--- src/hdl/sha1sh_pkg.sv ---
package sha1sh_pkg;

	localparam logic [31:0] H0 = 32'h67452301;
	localparam logic [31:0] H1 = 32'hefcdab89;
	localparam logic [31:0] H2 = 32'h98badcfe;
	localparam logic [31:0] H3 = 32'h10325476;
	localparam logic [31:0] H4 = 32'hc3d2e1f0;
	localparam logic [31:0] K0 = 32'h5A827999;
	localparam logic [31:0] K1 = 32'h6ED9EBA1;
	localparam logic [31:0] K2 = 32'h8F1BBCDC;
	localparam logic [31:0] K3 = 32'hCA62C1D6;
	localparam logic [7:0] PAD_BYTE = 8'h80;
	localparam logic [5:0] LEN_POS = 6'd56;

	// request from front to back
	typedef struct packed {
		logic [7:0] data_byte;
		logic has_byte;
		logic is_last;
	} req_t;

	typedef struct packed {
		logic [31:0] digest_word;
		logic [2:0] word_index;
		logic last_word;
	} res_t;

endpackage

--- src/hdl/sha1sh_front.sv ---
module sha1sh_front #(
	parameter int DEPTH = 4
) (
	input  logic clk,
	input  logic arst_n,
	input  logic in_valid,
	output logic in_ready,
	input  sha1sh_pkg::req_t in_req,
	output logic out_valid,
	input  logic out_ready,
	output sha1sh_pkg::req_t out_req
);
	localparam int AW = (DEPTH > 1) ? $clog2(DEPTH) : 1;

	sha1sh_pkg::req_t mem_q [DEPTH];
	logic [AW-1:0] wr_q, rd_q;
	logic [AW:0] cnt_q;
	logic push, pop, drop;

	// items with no byte and no end are dropped here
	assign drop = in_valid && !in_req.has_byte && !in_req.is_last;
	assign in_ready = (cnt_q != (AW+1)'(DEPTH));
	assign push = in_valid && in_ready && !drop;
	assign out_valid = (cnt_q != '0);
	assign pop = out_valid && out_ready;
	assign out_req = mem_q[rd_q];

	always_ff @(posedge clk) begin
		if (push) mem_q[wr_q] <= in_req;
	end

	always_ff @(posedge clk or negedge arst_n) begin
		if (!arst_n) begin
			wr_q <= '0;
			rd_q <= '0;
			cnt_q <= '0;
		end else begin
			if (push) wr_q <= (wr_q == AW'(DEPTH-1)) ? '0 : wr_q + 1'b1;
			if (pop) rd_q <= (rd_q == AW'(DEPTH-1)) ? '0 : rd_q + 1'b1;
			cnt_q <= cnt_q + (AW+1)'(push) - (AW+1)'(pop);
		end
	end
endmodule

--- src/hdl/sha1sh_back.sv ---
module sha1sh_back (
	input  logic clk,
	input  logic arst_n,
	input  logic in_valid,
	output logic in_ready,
	input  sha1sh_pkg::req_t in_req,
	output logic out_valid,
	input  logic out_ready,
	output sha1sh_pkg::res_t out_res
);
	typedef enum logic [5:0] {
		S_IDLE = 6'b000001,
		S_PAD  = 6'b000010,
		S_LOAD = 6'b000100,
		S_RND  = 6'b001000,
		S_ADD  = 6'b010000,
		S_OUT  = 6'b100000
	} state_t;

	state_t st_q;
	// block buffer as 16 big-endian words, byte lanes written one at a time
	logic [31:0] buf_q [16];
	logic [5:0] fill_q;
	logic [31:0] blocks_q;
	logic [31:0] h_q [5];
	logic [31:0] w_q [16];
	logic [31:0] a_q, b_q, c_q, d_q, e_q;
	logic [6:0] rnd_q;
	logic [5:0] pidx_q;
	logic fin_q, two_q, pad_q;
	logic [2:0] oidx_q;
	logic [63:0] bits;
	logic [31:0] wn, f, k, t;

	assign bits = {23'd0, blocks_q, 9'd0} + {55'd0, fill_q, 3'd0};
	assign in_ready = (st_q == S_IDLE);
	assign out_valid = (st_q == S_OUT);
	assign out_res.digest_word = h_q[oidx_q];
	assign out_res.word_index = oidx_q;
	assign out_res.last_word = (oidx_q == 3'd4);

	always_comb begin
		logic [31:0] x;
		x = w_q[0] ^ w_q[2] ^ w_q[8] ^ w_q[13];
		wn = (rnd_q < 7'd16) ? w_q[0] : {x[30:0], x[31]};
		if (rnd_q < 7'd20) begin
			f = d_q ^ (b_q & (c_q ^ d_q));
			k = sha1sh_pkg::K0;
		end else if (rnd_q < 7'd40) begin
			f = b_q ^ c_q ^ d_q;
			k = sha1sh_pkg::K1;
		end else if (rnd_q < 7'd60) begin
			f = (b_q & c_q) | (d_q & (b_q | c_q));
			k = sha1sh_pkg::K2;
		end else begin
			f = b_q ^ c_q ^ d_q;
			k = sha1sh_pkg::K3;
		end
		t = {a_q[26:0], a_q[31:27]} + f + e_q + k + wn;
	end

	// padding bytes written one per cycle; in the last padded block, byte 56..63 hold the length
	always_ff @(posedge clk) begin
		case (st_q)
			S_IDLE: if (in_valid && in_req.has_byte)
				buf_q[fill_q[5:2]][{~fill_q[1:0], 3'b000} +: 8] <= in_req.data_byte;
			S_PAD: begin
				if (pidx_q == fill_q && !fin_q)
					buf_q[pidx_q[5:2]][{~pidx_q[1:0], 3'b000} +: 8] <= sha1sh_pkg::PAD_BYTE;
				else if (pidx_q >= sha1sh_pkg::LEN_POS && !two_q)
					buf_q[pidx_q[5:2]][{~pidx_q[1:0], 3'b000} +: 8] <=
						bits[{~pidx_q[2:0], 3'b111} -: 8];
				else buf_q[pidx_q[5:2]][{~pidx_q[1:0], 3'b000} +: 8] <= 8'd0;
			end
			default: ;
		endcase
		case (st_q)
			S_LOAD: begin
				for (int i = 0; i < 16; i++)
					w_q[i] <= buf_q[i];
				a_q <= h_q[0]; b_q <= h_q[1]; c_q <= h_q[2]; d_q <= h_q[3]; e_q <= h_q[4];
			end
			S_RND: begin
				for (int i = 0; i < 15; i++) w_q[i] <= w_q[i+1];
				w_q[15] <= wn;
				a_q <= t; b_q <= a_q; c_q <= {b_q[1:0], b_q[31:2]}; d_q <= c_q; e_q <= d_q;
			end
			default: ;
		endcase
	end

	always_ff @(posedge clk or negedge arst_n) begin
		if (!arst_n) begin
			st_q <= S_IDLE;
			fill_q <= '0;
			blocks_q <= '0;
			h_q[0] <= sha1sh_pkg::H0; h_q[1] <= sha1sh_pkg::H1; h_q[2] <= sha1sh_pkg::H2;
			h_q[3] <= sha1sh_pkg::H3; h_q[4] <= sha1sh_pkg::H4;
			rnd_q <= '0; pidx_q <= '0; fin_q <= 1'b0; two_q <= 1'b0; pad_q <= 1'b0;
			oidx_q <= '0;
		end else begin
			case (st_q)
				S_IDLE: if (in_valid) begin
					if (in_req.has_byte) begin
						fill_q <= fill_q + 6'd1;
						if (fill_q == 6'd63) begin
							fin_q <= in_req.is_last;
							two_q <= 1'b0;
							st_q <= S_LOAD;
						end else if (in_req.is_last) begin
							pidx_q <= fill_q + 6'd1;
							two_q <= (fill_q + 6'd1 >= sha1sh_pkg::LEN_POS);
							pad_q <= 1'b1;
							st_q <= S_PAD;
						end
					end else if (in_req.is_last) begin
						pidx_q <= fill_q;
						two_q <= (fill_q >= sha1sh_pkg::LEN_POS);
						pad_q <= 1'b1;
						st_q <= S_PAD;
					end
				end
				S_PAD: begin
					pidx_q <= pidx_q + 6'd1;
					if (pidx_q == 6'd63) st_q <= S_LOAD;
				end
				S_LOAD: begin rnd_q <= '0; st_q <= S_RND; end
				S_RND: begin
					rnd_q <= rnd_q + 7'd1;
					if (rnd_q == 7'd79) st_q <= S_ADD;
				end
				S_ADD: begin
					h_q[0] <= h_q[0] + a_q; h_q[1] <= h_q[1] + b_q; h_q[2] <= h_q[2] + c_q;
					h_q[3] <= h_q[3] + d_q; h_q[4] <= h_q[4] + e_q;
					oidx_q <= '0;
					if (!pad_q) begin
						blocks_q <= blocks_q + 32'd1;
						if (fin_q) begin
							// full block ended message: pad a fresh block
							fin_q <= 1'b0;
							pidx_q <= 6'd0;
							two_q <= 1'b0;
							pad_q <= 1'b1;
							st_q <= S_PAD;
						end else begin
							st_q <= S_IDLE;
						end
					end else if (two_q) begin
						two_q <= 1'b0;
						fin_q <= 1'b1;
						pidx_q <= 6'd0;
						st_q <= S_PAD;
					end else begin
						st_q <= S_OUT;
					end
				end
				S_OUT: if (out_ready) begin
					oidx_q <= oidx_q + 3'd1;
					if (oidx_q == 3'd4) begin
						st_q <= S_IDLE;
						fill_q <= '0;
						blocks_q <= '0;
						fin_q <= 1'b0;
						pad_q <= 1'b0;
						h_q[0] <= sha1sh_pkg::H0; h_q[1] <= sha1sh_pkg::H1;
						h_q[2] <= sha1sh_pkg::H2; h_q[3] <= sha1sh_pkg::H3;
						h_q[4] <= sha1sh_pkg::H4;
					end
				end
				default: st_q <= S_IDLE;
			endcase
		end
	end
endmodule

--- src/hdl/sha1_stream_hasher_core.sv ---
// SHA-1 hasher, one message byte per request; the back end takes a byte only
// while idle. A block is compressed one round per cycle (load, the rounds, then
// add); a message end sweeps the block buffer from the pad position to byte 63
// before each padded block, then emits five digest words (h0 first). A
// QDEPTH-deep queue decouples the input from the back end.
module sha1_stream_hasher_core #(
	parameter int QDEPTH = 4
) (
	input  logic clk,
	input  logic arst_n,
	input  logic s_tvalid,
	output logic s_tready,
	input  logic [7:0] s_tdata, // data_byte
	input  logic s_tuser,       // has_byte
	input  logic s_tlast,
	output logic m_tvalid,
	input  logic m_tready,
	output logic [39:0] m_tdata, // digest_word, word_index, 5'b0
	output logic m_tlast
);
	sha1sh_pkg::req_t in_req, q_req;
	sha1sh_pkg::res_t res;
	logic q_valid, q_ready;

	assign in_req.data_byte = s_tdata;
	assign in_req.has_byte = s_tuser;
	assign in_req.is_last = s_tlast;

	sha1sh_front #(.DEPTH(QDEPTH)) u_front (
		.clk, .arst_n, .in_valid(s_tvalid), .in_ready(s_tready), .in_req,
		.out_valid(q_valid), .out_ready(q_ready), .out_req(q_req)
	);

	sha1sh_back u_back (
		.clk, .arst_n, .in_valid(q_valid), .in_ready(q_ready), .in_req(q_req),
		.out_valid(m_tvalid), .out_ready(m_tready), .out_res(res)
	);

	assign m_tdata = {5'd0, res.word_index, res.digest_word};
	assign m_tlast = res.last_word;
endmodule

--- config.mk ---
export PLATFORM = sky130hd
export DESIGN_NAME = sha1_stream_hasher_core
export DESIGN_NICKNAME = d
export VERILOG_FILES = /design/src/hdl/sha1sh_pkg.sv /design/src/hdl/sha1sh_front.sv /design/src/hdl/sha1sh_back.sv /design/src/hdl/sha1_stream_hasher_core.sv
export SDC_FILE = /design/constraint.sdc
export NUM_CORES = 2
export LEC_CHECK = 0
export BUFFER_PORTS_ARGS = -buffer_cell sky130_fd_sc_hd__buf_4
export CAP_MARGIN = 0
export CORE_UTILIZATION = 51
export DETAILED_ROUTE_END_ITERATION = 6
export PLACE_DENSITY = 0.67
export SLEW_MARGIN = 20
export SYNTH_ARGS = -nofsm -noshare
export SYNTH_HDL_FRONTEND = slang
export SYNTH_SLANG_ARGS = --single-unit
export TNS_END_PERCENT = 5
--- constraint.sdc ---
create_clock -name clk -period 47.2 [get_ports clk]
set_input_delay 2.36 -clock clk [delete_from_list [all_inputs] [get_ports clk]]
set_output_delay 2.36 -clock clk [all_outputs]
set_load 0.01 [all_outputs]
==> results.sh <==
export IMPL_status="completed"
export IMPL_cts_buffers=154
export IMPL_clkTransAtPathRegs_ns=0.06
export IMPL_critPathBufInv=4
export IMPL_clkLatencyLatePin_ns=0.82
export IMPL_grt_max_degree=202
export IMPL_post_cts_setup_buffer_count=0
export IMPL_avgSynthCellArea_um2=11.0
export IMPL_yosys_area_top_type="edfxtp_1"
export IMPL_maxSlewHeadroom_pct=22.4
export IMPL_hold_path_class="reg2reg"
export IMPL_die_area_mm2=0.142
export IMPL_synth_most_common_cell="nand2_1"
export IMPL_cpMaxStageDelayCell="fa_1"
export IMPL_cp_max_fo=37
export IMPL_yosysTopAreaCellShare_pct=51.5
export IMPL_dpl_hpwl_um=127000
export IMPL_worst_pin_slew_ns=1.15
export IMPL_layout_nets=6856
export IMPL_grt_overflow_total=0
export IMPL_async_reset_ff_share_pct=15.8
export IMPL_fin_worst_skew_ns=0.0534
export IMPL_drt_total_wl_um=190000
export IMPL_dp_cells=8209
export IMPL_firstDrtPassIters=6
export IMPL_fillers=11600
export IMPL_hold_buffers=0
export IMPL_synth_edf_count=1224
export IMPL_fin_area_mm2=0.0787
export IMPL_start_util_pct=51.7
export IMPL_ys_seq_area_share_pct=59.7
export IMPL_fmax_mhz=146
export IMPL_clock_path_buffers=3
export IMPL_synth_cells=6503
export IMPL_tns_ns=0
export IMPL_drv_cap=0
export IMPL_leakage_nw=31.4
export IMPL_drive_above_1_share_pct=8.49
export IMPL_power_frac_clock_pct=27.5
export IMPL_synth_distinct_cells=93
export IMPL_finalWorstSetupSlack_ns=40.33
export IMPL_path_cells="and3_1 > or3_2 > buf_4 > nand2_1 > buf_4 > o221a_2 > fa_1 > fa_1 > inv_1 > fa_1 > inv_1 > ha_1 > a21oi_1 > o22a_1 > a211oi_1 > or4_1 > a31oi_2 > o21ai_2 > a2111oi_4 > o21ai_1 > xnor2_1 > o21ai_1"
export IMPL_vias=48800
export IMPL_wl_per_cell_um=22.4
export IMPL_cts_root_buf="clkbuf_16"
export IMPL_hold_viol_final=0
export IMPL_yosys_top_cells_count="2177 x nand2_1, 1224 x edfxtp_1, 340 x o21ai_0"
export IMPL_grt_pass1_wl_um=289000
export IMPL_peakVddDrop_uv=41.0
export IMPL_worstPathRequired_ns=47.70
export IMPL_initialDrtViolationCount=4776
export IMPL_p_int_mw=2.79
export IMPL_avgViaCountPerCell=5.75
export IMPL_synth_cell_area_mm2=0.0714
export IMPL_p_comb_share_pct=31.1
export IMPL_power_switching_mw=1.50
export IMPL_final_cells=8494
export IMPL_dieHeight_um=376
export IMPL_finalCriticalPeriod_ns=6.87
export IMPL_crit_path_start_kind="register"
export IMPL_setup_viol=0
export IMPL_seq_power_share_pct=41.4
export IMPL_cp_arrival_ns=7.37
export IMPL_end_kind="register"
export IMPL_htree_num_levels=4
export IMPL_drc=0
export IMPL_ys_warn_count=0
export IMPL_pre_cts_ws_ns=40.37
export IMPL_areaGrowthSynthToFinish_pct=10.2
export IMPL_tritoncts="yes"
export IMPL_slew_violations=0
export IMPL_postCtsResizedCells=0
export IMPL_critPathTopFamily="compound AO/OA/AOI/OAI gates"
export IMPL_clock_sinks=1454
export IMPL_max_stage_delay_ns=0.52
export IMPL_antenna_found_initial=4
export IMPL_powerDensity_mw_per_mm2=54.5
export IMPL_rows=136
export IMPL_worstSetupPathType="reg2reg"
export IMPL_p_sw_share_pct=35.0
export IMPL_hold_ws_ns=0.480
export IMPL_synthFlopType="edfxtp_1"
export IMPL_timing_final_crit_share_pct=14.6
export IMPL_cpMostUsedCell="fa_1"
export IMPL_gp_congestion=0.955
export IMPL_pin_count=57
export IMPL_grt_util_all_layers_pct=27.0
export IMPL_core_area_mm2=0.138
export IMPL_rsz0062_at_grt="no"
export IMPL_final_antenna_net_count=0
export IMPL_grt_pass1_vias=47200
export IMPL_place_area_mm2=0.0737
export IMPL_ys_ff_latch=1454
export IMPL_die_width_um=376
export IMPL_io_buffers=51
export IMPL_yosys_top_cells_area="edfxtp_1 51%, nand2_1 11%, dfrtp_1 5.2%"
## cells in the final DEF (no fill, tap or decap), drive strengths merged, types with 23 or more instances in the layout
| cell | synthesis | final |
|---|---|---|
| nand2b | 34 | 34 |
| o21ai | 350 | 350 |
| clkbuf | 217 | 195 |
| mux4 | 43 | 43 |
| a31oi | 28 | 28 |
| edfxtp | 1224 | 1224 |
| nor2 | 282 | 282 |
| fa | 125 | 125 |
| clkinv | 1 | 69 |
| nand2 | 2178 | 2178 |
| or2 | 25 | 25 |
| dfstp | 81 | 81 |
| inv | 254 | 261 |
| dfrtp | 149 | 149 |
| nand4 | 23 | 23 |
| and3 | 35 | 35 |
| nand3 | 58 | 58 |
| o21a | 24 | 24 |
| mux2i | 45 | 45 |
| or3 | 24 | 24 |
| xnor2 | 179 | 179 |
| nor3 | 48 | 48 |
| a21oi | 252 | 252 |
| xor2 | 107 | 107 |
| ha | 214 | 214 |
| a21o | 88 | 88 |
| nor2b | 30 | 30 |
| buf | 63 | 120 |
## tightest hold or removal path, cell delays in order, from the launching register on
cell and delay [ns]:
edfxtp_1 0.32, nand2_1 0.05, nand2_1 0.05
## routing by layer
metal	up-vias	routed length [µm]	GRT usage, %	part of all wire (%)
met4	0	5970	9.02	3.1
met3	306	14800	5.38	7.8
met5	-	0	0	0
li1	22500	-	-	-
met1	24300	82400	38.5	43
met2	1723	86700	41.3	46
## final timing paths
kind | startpoint | to | depth (start not counted) | slack [ns]
max | u_back.rnd_q[2]$_DFFE_PN0P_ | u_back.a_q[30]$_DFFE_PP_ | 22 | 40.33
min | u_back.w_q[0][100]$_DFFE_PP_ | u_back.w_q[0][68]$_DFFE_PP_ | 2 | 0.48
max reg2reg | u_back.rnd_q[2]$_DFFE_PN0P_ | u_back.a_q[30]$_DFFE_PP_ | 22 | 40.33
min reg2reg | u_back.w_q[0][100]$_DFFE_PP_ | u_back.w_q[0][68]$_DFFE_PP_ | 2 | 0.48
max in group asynchronous | arst_n | u_back.oidx_q[1]$_DFFE_PN0P_ | 3 | 43.46
min in group asynchronous | arst_n | u_back.h_q[16]$_DFFE_PN0P_ | 1 | 1.52
## sequential cells by signal, indices dropped and copies added, names as in the netlist, 3 cells and up
name	cells
u_back.a_q	32
u_back.b_q	32
u_back.blocks_q	32
u_back.buf_q	512
u_back.c_q	32
u_back.d_q	32
u_back.e_q	32
u_back.fill_q	6
u_back.h_q	160
u_back.oidx_q	3
u_back.pidx_q	6
u_back.rnd_q	7
u_back.st_q	6
u_back.w_q	512
u_front.cnt_q	3
u_front.mem_q	40
## through the flow
| step | utilization [%] | power, mW |
|---|---|---|
| floorplan | - | 2.73 |
| global placement | 53.3 | 3.08 |
| detailed placement | 53.4 | 3.11 |
| CTS | 56.9 | 4.29 |
| global route | 56.9 | 4.50 |
| finish | 56.9 | 4.29 |
## cell type report
cell class	instances	area [µm²]	share of cell area, %
clock buffers	195	4090	5.19
clock inverters	87	826	1.05
diodes	2	5.00	0.00636
well taps	1863	2330	2.96
multi-input cells	4518	26900	34.1
repair buffers	120	998	1.27
flip-flops and latches	1454	42600	54.2
inverters	255	962	1.22
## power by group through the flow
| stage | logic, mW | clock network (mW) | registers, mW |
|---|---|---|---|
| 2_1_floorplan | 0.941 | 0 | 1.79 |
| 3_3_place_gp | 1.29 | 0 | 1.79 |
| 3_5_place_dp | 1.31 | 0 | 1.79 |
| 4_1_cts | 1.32 | 1.20 | 1.77 |
| 5_1_grt | 1.47 | 1.24 | 1.79 |
| 6_report | 1.34 | 1.18 | 1.77 |
## cell families after synthesis
family / after synthesis / synth area share (%)
adder cells (fa/ha/maj): 339 / 7.25
AO/OA/AOI/OAI: 991 / 8.64
flip-flops: 1454 / 59.7
multiplexers: 93 / 2.07
XOR/XNOR: 286 / 3.51
AND/OR/NAND/NOR: 2804 / 16.0
other: 1 / 0.00525
buffers and inverters: 535 / 2.91
(Power assumes the default switching activity.)
